==> src/hdl/spm_pkg.sv <==
package spm_pkg;

	// Default channel count of the multiplexer.
	localparam int NUM_CHANNELS_DEF = 8;

	// Configuration port address width: five 32-bit registers at 4*i.
	localparam int PADDR_W = 5;
	localparam int PDATA_W = 32;

	// Register indexes, taken from paddr[4:2].
	localparam logic [2:0] REG_TICKS_PER_US = 3'd0;
	localparam logic [2:0] REG_SLOT_US      = 3'd1;
	localparam logic [2:0] REG_MIN_US       = 3'd2;
	localparam logic [2:0] REG_MAX_US       = 3'd3;
	localparam logic [2:0] REG_MID_US       = 3'd4;

	// Register reset values.
	localparam logic [4:0]  TICKS_PER_US_RST = 5'd20;
	localparam logic [12:0] SLOT_US_RST      = 13'd2500;
	localparam logic [11:0] MIN_US_RST       = 12'd1000;
	localparam logic [11:0] MAX_US_RST       = 12'd2000;
	localparam logic [11:0] MID_US_RST       = 12'd1500;

	// Stored width of every channel after reset, mid_us times ticks_per_us.
	localparam logic [15:0] WIDTH_RST = 16'(int'(MID_US_RST) * int'(TICKS_PER_US_RST));

	// Item modes.
	localparam logic [1:0] MODE_TICK      = 2'd0;
	localparam logic [1:0] MODE_SET_WIDTH = 2'd1;
	localparam logic [1:0] MODE_SET_EN    = 2'd2;

	// One input item.
	typedef struct packed {
		logic [1:0]  mode;
		logic [2:0]  channel;
		logic [15:0] pulse_us;
		logic        enable;
	} in_item_t;

	// One result item.
	typedef struct packed {
		logic [7:0] pins;
		logic [2:0] slot_channel;
	} out_item_t;

endpackage

==> src/hdl/servo_pulse_multiplexer_core.sv <==
// A result enters the output register in the cycle after its item's transfer.
// Throughput: one item per cycle; an item is taken when the output register is empty
// or its result transfers in the same cycle, so a stalled result stops input.
// Reset (arst_n low) restores the register defaults, sets every channel width to
// mid_us times ticks_per_us, disables all channels and restarts at slot 0.
module servo_pulse_multiplexer_core #(
	parameter int NUM_CHANNELS = spm_pkg::NUM_CHANNELS_DEF
) (
	input  logic                         clk,
	input  logic                         arst_n,
	input  logic                         item_valid,
	output logic                         item_ready,
	input  spm_pkg::in_item_t            item,
	output logic                         result_valid,
	input  logic                         result_ready,
	output spm_pkg::out_item_t           result,
	input  logic                         psel,
	input  logic                         penable,
	input  logic                         pwrite,
	input  logic [spm_pkg::PADDR_W-1:0]  paddr,
	input  logic [spm_pkg::PDATA_W-1:0]  pwdata,
	output logic [spm_pkg::PDATA_W-1:0]  prdata,
	output logic                         pready
);

	localparam int SLOT_W = (NUM_CHANNELS > 1) ? $clog2(NUM_CHANNELS) : 1;

	// Configuration registers.
	logic [4:0]  tpu_q;
	logic [12:0] slot_us_q;
	logic [11:0] min_us_q;
	logic [11:0] max_us_q;
	logic [11:0] mid_us_q;

	// Channel state.
	logic [15:0]       width_q [NUM_CHANNELS];
	logic              on_q    [NUM_CHANNELS];
	logic [SLOT_W-1:0] cur_q;
	logic [15:0]       cnt_q;
	logic [15:0]       lat_width_q;
	logic              lat_on_q;

	// Output register.
	logic               result_valid_q;
	spm_pkg::out_item_t result_q;

	logic              accept;
	logic              cfg_wr;
	logic [2:0]        reg_idx;
	logic [17:0]       slot_prod;
	logic [15:0]       slot_sat;
	logic [15:0]       slot_len;
	logic [16:0]       cnt_inc;
	logic              wrap;
	logic [SLOT_W-1:0] next_slot;
	logic [15:0]       us_lo;
	logic [15:0]       us_clamp;
	logic [16:0]       width_prod;
	logic [15:0]       width_new;
	logic              ch_ok;
	logic              pin_high;
	logic [31:0]       cur_ext;
	logic [7:0]        pins;

	// Handshakes.
	assign item_ready   = !result_valid_q || result_ready;
	assign accept       = item_valid && item_ready;
	assign result_valid = result_valid_q;
	assign result       = result_q;
	assign pready       = 1'b1;
	assign cfg_wr       = psel && penable && pwrite;
	assign reg_idx      = paddr[4:2];

	// Register read-back.
	always_comb begin
		case (reg_idx)
			spm_pkg::REG_TICKS_PER_US: prdata = 32'(tpu_q);
			spm_pkg::REG_SLOT_US:      prdata = 32'(slot_us_q);
			spm_pkg::REG_MIN_US:       prdata = 32'(min_us_q);
			spm_pkg::REG_MAX_US:       prdata = 32'(max_us_q);
			spm_pkg::REG_MID_US:       prdata = 32'(mid_us_q);
			default:                   prdata = '0;
		endcase
	end

	// Configuration register writes.
	always_ff @(posedge clk or negedge arst_n) begin
		if (!arst_n) begin
			tpu_q     <= spm_pkg::TICKS_PER_US_RST;
			slot_us_q <= spm_pkg::SLOT_US_RST;
			min_us_q  <= spm_pkg::MIN_US_RST;
			max_us_q  <= spm_pkg::MAX_US_RST;
			mid_us_q  <= spm_pkg::MID_US_RST;
		end else if (cfg_wr) begin
			case (reg_idx)
				spm_pkg::REG_TICKS_PER_US: tpu_q     <= pwdata[4:0];
				spm_pkg::REG_SLOT_US:      slot_us_q <= pwdata[12:0];
				spm_pkg::REG_MIN_US:       min_us_q  <= pwdata[11:0];
				spm_pkg::REG_MAX_US:       max_us_q  <= pwdata[11:0];
				spm_pkg::REG_MID_US:       mid_us_q  <= pwdata[11:0];
				default: ;
			endcase
		end
	end

	// Slot length in ticks, saturated to 16 bits, never less than one tick.
	always_comb begin
		slot_prod = 18'(slot_us_q) * 18'(tpu_q);
		slot_sat  = (|slot_prod[17:16]) ? 16'hFFFF : slot_prod[15:0];
		slot_len  = (slot_sat == 16'd0) ? 16'd1 : slot_sat;
		cnt_inc   = {1'b0, cnt_q} + 17'd1;
		wrap      = cnt_inc >= {1'b0, slot_len};
		next_slot = (cur_q == SLOT_W'(NUM_CHANNELS - 1)) ? '0 : cur_q + SLOT_W'(1);
	end

	// Width clamp: raise to min_us, then lower to max_us, then scale to ticks.
	always_comb begin
		us_lo      = (item.pulse_us < 16'(min_us_q)) ? 16'(min_us_q) : item.pulse_us;
		us_clamp   = (us_lo > 16'(max_us_q)) ? 16'(max_us_q) : us_lo;
		width_prod = 17'(us_clamp[11:0]) * 17'(tpu_q);
		width_new  = width_prod[16] ? 16'hFFFF : width_prod[15:0];
		ch_ok      = 32'(item.channel) < NUM_CHANNELS;
	end

	// Pin levels of the state before this item.
	always_comb begin
		pin_high = lat_on_q && (cnt_q < lat_width_q);
		cur_ext  = 32'(cur_q);
		for (int i = 0; i < 8; i++) begin
			pins[i] = pin_high && (cur_ext == 32'(i));
		end
	end

	// Per-channel width and enable stores.
	always_ff @(posedge clk or negedge arst_n) begin
		if (!arst_n) begin
			for (int i = 0; i < NUM_CHANNELS; i++) begin
				width_q[i] <= spm_pkg::WIDTH_RST;
				on_q[i]    <= 1'b0;
			end
		end else if (accept && ch_ok) begin
			for (int i = 0; i < NUM_CHANNELS; i++) begin
				if (32'(item.channel) == 32'(i)) begin
					if (item.mode == spm_pkg::MODE_SET_WIDTH) begin
						width_q[i] <= width_new;
					end
					if (item.mode == spm_pkg::MODE_SET_EN) begin
						on_q[i] <= item.enable;
					end
				end
			end
		end
	end

	// Slot timer: count ticks, advance the slot and latch the next channel's settings.
	always_ff @(posedge clk or negedge arst_n) begin
		if (!arst_n) begin
			cur_q       <= '0;
			cnt_q       <= '0;
			lat_width_q <= '0;
			lat_on_q    <= 1'b0;
		end else if (accept && item.mode == spm_pkg::MODE_TICK) begin
			if (wrap) begin
				cnt_q       <= '0;
				cur_q       <= next_slot;
				lat_width_q <= width_q[next_slot];
				lat_on_q    <= on_q[next_slot];
			end else begin
				cnt_q <= cnt_inc[15:0];
			end
		end
	end

	// Output register: every transfer in yields one result.
	always_ff @(posedge clk or negedge arst_n) begin
		if (!arst_n) begin
			result_valid_q <= 1'b0;
		end else if (accept) begin
			result_valid_q <= 1'b1;
		end else if (result_ready) begin
			result_valid_q <= 1'b0;
		end
	end

	always_ff @(posedge clk) begin
		if (accept) begin
			result_q.pins         <= pins;
			result_q.slot_channel <= cur_ext[2:0];
		end
	end

	// At most one pin is ever high.
	a_pins_onehot: assert property (@(posedge clk) disable iff (!arst_n)
		result_valid_q |-> $onehot0(result_q.pins))
		else $error("more than one servo pin high");

	// The running slot always names an existing channel.
	a_slot_range: assert property (@(posedge clk) disable iff (!arst_n)
		32'(cur_q) < NUM_CHANNELS)
		else $error("slot index out of range");

	// A tick at the end of a slot restarts the counter.
	a_wrap_clears: assert property (@(posedge clk) disable iff (!arst_n)
		(accept && item.mode == spm_pkg::MODE_TICK && wrap) |=> (cnt_q == 16'd0))
		else $error("slot counter not cleared at slot end");

	// A transfer in always leaves a result pending in the next cycle.
	a_result_follows: assert property (@(posedge clk) disable iff (!arst_n)
		accept |=> result_valid_q)
		else $error("transfer did not produce a result");

endmodule

==> config.mk <==
export PLATFORM = sky130hd
export DESIGN_NAME = servo_pulse_multiplexer_core
export DESIGN_NICKNAME = d
export VERILOG_FILES = /design/src/hdl/spm_pkg.sv /design/src/hdl/servo_pulse_multiplexer_core.sv
export SDC_FILE = /design/constraint.sdc
export NUM_CORES = 1
export LEC_CHECK = 0
export ABC_AREA = 1
export BUFFER_PORTS_ARGS = -buffer_cell sky130_fd_sc_hd__buf_4
export CAP_MARGIN = 20
export CORE_MARGIN = 8
export CORE_UTILIZATION = 40
export DETAILED_ROUTE_END_ITERATION = 16
export REMOVE_ABC_BUFFERS = 1
export SLEW_MARGIN = 15
export SYNTH_ARGS = -nofsm -noshare
export SYNTH_HDL_FRONTEND = slang
export SYNTH_SLANG_ARGS = --single-unit
==> constraint.sdc <==
create_clock -name clk -period 7.9 [get_ports clk]
set_clock_uncertainty 0.2 [all_clocks]
set_input_delay 1.58 -clock clk [delete_from_list [all_inputs] [get_ports clk]]
set_output_delay 1.58 -clock clk [all_outputs]
set_load 0.01 [all_outputs]
; ---- After elaboration in Yosys (flattened, before gate mapping)
; Cells that the tools add are included.
[op_classes]
n_mux = 16
n_mul = 2
add_sub_neg = 2
eq_ne = 20
n_bitwise = 1
n_reduce_logical = 44
order_cmp = 5
[op_table]
columns = cell, count
row1 = $mux 16, 7
row2 = $pmux 13 s5, 1
row3 = $bmux 16 s3, 1
row4 = $reduce_and 3->1, 16
row5 = $eq 3x3->1 const B, 9
row6 = $eq 3x2->1 const B, 6
row7 = $mul 13x5->18, 1
row8 = $add 16x1->17 const B, 1
row9 = $ge 17x16->1, 1
row10 = $mul 12x5->17, 1
row11 = $gt 16x12->1, 1
row12 = $logic_not 16->1, 1
row13 = $lt 16x12->1, 1
row14 = $lt 16x16->1, 1
row15 = $logic_and 1x1->1, 13
row16 = $mux 12, 1
row17 = $reduce_and 2->1, 6
row18 = $eq 3x1->1 const B, 3
row19 = $logic_not 3->1, 3
row20 = $ge 4x4->1 const B, 1
row21 = $mux 1, 4
row22 = $not 3->4, 1
row23 = $add 3x1->3 const B, 1
row24 = $bmux 1 s3, 1
row25 = other kinds (8), 8
[totals]
regBits = 238
output_inout_bits = 46
elab_cells = 118
inputBits = 66

; ---- Logic depth before layout (Yosys ltp)
[logic_depth]
word_depth = 7
mapped_depth = 45
ltp_nobuf = 42

; ---- Least setup slack after synthesis
; Ideal clock, no wire load.
[synth_path]
path_kind = input to register
startpoint = input item[6] (netlist name)
endpoint = register width_q[127] (netlist name)
path_stages = 37
slack_ns = 0.204
setup_ns = 0.117
n_path_buf = 4
required_time_ns = 7.583
arrival_time_ns = 7.380
path_cell_list = ha_1 -> a21oi_1 -> nor2_1 -> nor3_1 -> nand2_1 -> nand2_1 -> nand2_2 -> buf_6 -> buf_6 -> nand2_1 -> o21ai_0 -> ha_1 -> nand2_1 -> nor3_1 -> nand3_1 -> nand2_2 -> inv_2 -> buf_4 -> nand2_1 -> o21ai_2 -> or2_2 -> fa_1 -> fa_1 -> inv_1 -> fa_1 -> ha_1 -> nand2_2 -> nand2_2 -> o21ai_2 -> o21ai_2 -> nand3_1 -> nand2_1 -> xor2_2 -> buf_12 -> nand3_4 -> nand2_1 -> nand2_1
[synth_between]
elab_chain_len = 6
[synth_rtl]
columns = element, line
row1 = start: declaration, servo_pulse_multiplexer_core.sv:13  ; input spm_pkg::in_item_t item,
row2 = $lt 16x12->1, servo_pulse_multiplexer_core.sv:118  ; us_lo = (item.pulse_us < 16'(min_us_q)) ? 16'(min_us_q) : item.pulse_us;
row3 = $mux 16 (*), servo_pulse_multiplexer_core.sv:118
row4 = $gt 16x12->1, servo_pulse_multiplexer_core.sv:119  ; us_clamp = (us_lo > 16'(max_us_q)) ? 16'(max_us_q) : us_lo;
row5 = $mux 12 (*), servo_pulse_multiplexer_core.sv:119
row6 = $mul 12x5->17 (*), servo_pulse_multiplexer_core.sv:120  ; width_prod = 17'(us_clamp[11:0]) * 17'(tpu_q);
row7 = $mux 16 (*), servo_pulse_multiplexer_core.sv:121  ; width_new = width_prod[16] ? 16'hFFFF : width_prod[15:0];
row8 = end signal: indexed assignment, servo_pulse_multiplexer_core.sv:138  ; width_q[i] <= spm_pkg::WIDTH_RST;
row9 = end signal: indexed assignment, servo_pulse_multiplexer_core.sv:145  ; width_q[i] <= width_new;
row10 = end: declaration, servo_pulse_multiplexer_core.sv:36  ; logic [15:0] width_q [NUM_CHANNELS];
; Mark *: on every way between the ends. The rest lies on a longest branch, timed or not.
; A chain may end at the register's enable or synchronous reset.

; ---- Worst setup path after layout
[layout_path]
startpoint = input item[6] (netlist name)
endpoint = register width_q[48] (netlist name)
; Same word-level chain as after synthesis.

==> results summary <==
The run finished with clean final reports. The number of antenna violations at the first check in global routing is 0. The most used flip-flop cell after synthesis is sky130_fd_sc_hd__dfrtp_1.

The total global routing track utilization is 0.179. STA classifies the critical path endpoint as a flip-flop. For this configuration, the core starts out at a cell density of 0.401. The clock passes through at most 3 buffers. Setup violations remaining at the end of the flow were counted as 0.

The total via count in the routed design came out at around 15000. The finished cells cover between 15000 and 20000 um^2. The number of iterations in the first detailed-routing pass is 6. The worst setup path is launched from a primary input. The area after detailed placement came out at between 15000 and 20000 um^2. On the critical path, the stage with the largest delay is an instance of sky130_fd_sc_hd__fa_1.

The vertical die dimension is around 220 um. The reported max-cap violation count is 0. The average cell area after synthesis came out at between 7 and 8 um^2. The area of the core region came out at ~43000 um^2. The post-route clock period utilization came out at 0.943.

The most critical setup path has its startpoint at item[6]. The setup path with the least slack is of type primary input to flip-flop. The relative slew slack is 0.334. The vias per cell came out at about 5. The HPWL reported at the end of detailed placement is about 32 mm. The cell area after technology mapping came out at approximately 17000 um^2. The last element of the critical path is width_q[48].

Among the stages of the critical path, the cell type that occurs most often is sky130_fd_sc_hd__nand2_1. The final global-route overflow total came out at 0. The worst register-to-register path has a depth of 37. The area growth from synthesis to layout is 14.8%. The post-route setup TNS came out at 0 ns. The tree is rooted in a sky130_fd_sc_hd__clkbuf_16. Broken down by cell family, the worst path's largest delay share belongs to adder cells. In this run the count of I/O pins placed on the die edge is 112.

The area enclosed by the die boundary came out at 49700 um^2. The number of global-route vias before repair is approximately 15000. The share of synthesized area spent on multiplexers came out at 0. The clock network fraction of total power is 0.233.

The count of hold-fix buffers inserted at cts came out at 0. The fraction of the yosys area taken by sequential cells is 0.357. Data on the critical path is required at its endpoint by 8.16 ns.

Clock-pin slew was measured on the worst setup and hold paths at around 0.060 ns. For this design the static power due to leakage is between 9 and 10 nW. The ratio of total power to cell area came out at about 280 nW/um^2. Once detail routing completed, the nets flagged for antenna violations numbered 0. The area fraction in and, or, nand and nor cells after synthesis came out at 0.236. The total number of clock tree sinks came out at roughly 240. The number of warnings reported in the yosys synthesis log is 0. The number of synthesized flops with an enable pin came out at 11. The total wire length came out at 44.3 mm.

The worst-case setup slack after placement is -0.439 ns. In this run the critical register-to-register path is launched from min_us_q[5]. The slack of the critical path is about 0.45 ns.

The standard-cell row count is 76. Of the total synthesized cell area, the portion taken by full adders, half adders and majority gates is 0.155. Across the VDD grid, the largest voltage drop is roughly 170 uV. The count of cell types in the netlist is 52. The register-to-register setup slack came out at 0.95 ns. The area of the multi-input gates came out at 9290 um^2. The final number of hold-violating endpoints was 0. Clock latency on the worst-skew pair, taken at its later pin, is between 0.5 and 0.6 ns. The final critical delay including setup and external delays is between 7 and 8 ns. The xor-xnor portion of the synthesized cell area came out at 0.0127. Fill cells in the final layout number between 4000 and 5000. The final net count came out at ~2600. The share of total power in combinational logic is 0.442. In this run, the number of DRC markers left after iteration 0 of detailed routing was between 900 and 1000. The global-route wire length before repair is about 75 mm. The number of port buffers is 70. Leaving out fill and tap cells, the most frequent cell in the layout is sky130_fd_sc_hd__nand2_1.

The count of mapped cells out of synthesis came out at 2260. The overall die width came out at around 220 um. The max-slew violation total from the final report was 0. The largest stage delay on the critical path came out at between 0.5 and 0.6 ns. In the layout the commonest cells are sky130_fd_sc_hd__nand2_1 (662), sky130_fd_sc_hd__inv_1 (349), sky130_fd_sc_hd__buf_4 (161). The post-route non-filler standard cell count is a little under 3000. The maximum number of pins on one net before global-route repair came out at between 100 and 150. After synthesis, the share of flip-flops with an asynchronous set or reset is 0.954. Routability-driven placement finished with a final weighted congestion of approximately 0.86. For this run, design rule violations remaining after detail routing come to 0. TritonCTS built the clock tree. The antenna cell count came out at 0. The maximum fanout along the worst path is 14.

The buffers plus inverters on the worst setup path is 6. The path class of the lowest-slack min-delay path is flip-flop to flip-flop. The internal power is between 0.003 and 0.004 W. The compound-gate portion of the synthesized area is 0.128. The highest achievable clock rate is about 130 MHz. The average routed wire per standard cell came out at between 15 and 20 um. In this run the power spent charging and discharging nets is about 0.0023 W. The critical register-to-register path endpoint is width_q[48]. The slew at the pin with the worst max-slew slack came out at between 0.9 and 1 ns.

The switching share of total power is 0.422. The number of register bits inferred by synthesis is approximately 240. The endpoint arrival time on the critical path came out at 7.71 ns. The area used by sequential logic in the layout is between 6000 and 7000 um^2. The maximum level of the CTS H-tree is 1. The logic depth of the worst path, buffers included came out at 37. The worst hold slack is ~0.27 ns. The number of clock buffers added by TritonCTS is 28. The sequential group share of total power came out at 0.326. The number of cells in the design after placement is 2888.

By area, the combinational part of the netlist is dominated by simple AND/OR/NAND/NOR gates. Of the cells placed in the final design, the portion with a size suffix greater than 1 is 0.146.
==> cell usage after synthesis (18+ instances only) <==
cell type,instances,area (um^2)
sky130_fd_sc_hd__o21ai_0,141,706
sky130_fd_sc_hd__nand3_1,74,370
sky130_fd_sc_hd__nor2_1,150,563
sky130_fd_sc_hd__o21ai_1,60,300
sky130_fd_sc_hd__dfrtp_1,145,3630
sky130_fd_sc_hd__a21oi_1,94,470
sky130_fd_sc_hd__buf_2,24,120
sky130_fd_sc_hd__fa_1,63,1260
sky130_fd_sc_hd__xor2_1,18,158
sky130_fd_sc_hd__a31oi_1,18,113
sky130_fd_sc_hd__nor3_1,19,95.1
sky130_fd_sc_hd__o22ai_1,23,144
sky130_fd_sc_hd__buf_4,21,158
sky130_fd_sc_hd__ha_1,112,1400
sky130_fd_sc_hd__inv_1,349,1310
sky130_fd_sc_hd__nand2_1,664,2490
sky130_fd_sc_hd__dfstp_2,82,2150
sky130_fd_sc_hd__clkbuf_1,50,188
==> cells by family (layout without fill, tap and decap cells) <==
group	count (synthesis)	count (layout)
fa+ha+maj	175	175
flops	238	238
xor+xnor	24	24
simple gates	970	970
buf+inv	462	578
other cells	2	20
compound gates	389	389
==> registers in the layout (all words and copies together), names as in the netlist <==
signal        cells
width_q         128
min_us_q         12
result           11
cur_q             3
cnt_q            16
mid_us_q         12
result_valid      1
slot_us_q        13
lat_on_q          1
max_us_q         12
on_q              8
lat_width_q      16
tpu_q             5
==> worst reg2reg max path, delay by kind of cell (launching register included) <==
kind | cells | cell delay [ns]
adder cells (fa/ha/maj) | 6 | 2.45
AO/OA/AOI/OAI | 5 | 0.53
flip-flops | 1 | 0.53
XOR/XNOR | 1 | 0.26
AND/OR/NAND/NOR | 19 | 2.15
buffers and inverters | 6 | 0.75
==> layout make-up <==
type,count,share of cell area
multi-input cells,1578,0.473
flip-flops and latches,238,0.311
inverters,359,0.0690
repair buffers,167,0.0660
clock buffers,36,0.0382
well taps,546,0.0348
clock inverters,16,0.00821
==> layer usage <==
layer  global-route usage  part of all wire
met1                0.236              0.45
met2                0.309              0.48
met3               0.0259             0.048
met4               0.0416             0.020
met5                    0                 0
==> stage by stage <==
stage                      util  power [W]
after floorplan               -    0.00336
after global placement    0.436    0.00416
after detailed placement  0.436    0.00423
after CTS                 0.458    0.00554
after global routing      0.460    0.00595
final                     0.460    0.00550
==> how the worst min path moves through the flow <==
stage | start | end | slack, ns | cells past startpoint
floorplan | lat_width_q[10] | lat_width_q[10] | 0.24 | 2
global placement | width_q[10] | width_q[10] | 0.26 | 2
detailed placement | width_q[106] | width_q[106] | 0.26 | 2
CTS | width_q[125] | width_q[125] | 0.27 | 2
global route | width_q[125] | width_q[125] | 0.28 | 2
finish | width_q[106] | width_q[106] | 0.27 | 2
==> timing repair <==
item | CTS | global route
buffers inserted | 0 | 0
hold endpoints to repair | 0 | 0
setup endpoints to repair | 0 | 128
gates resized for setup | 0 | 38
==> power by group through the flow <==
stage	Clock [W]	Combinational, W	Sequential [W]
floorplan	0	0.00163	0.00173
global placement	0	0.00237	0.00180
detailed placement	0	0.00242	0.00181
CTS	0.00131	0.00244	0.00179
global route	0.00135	0.00277	0.00183
finish	0.00128	0.00243	0.00179
Note: power is estimated with default switching activity, not from simulation.
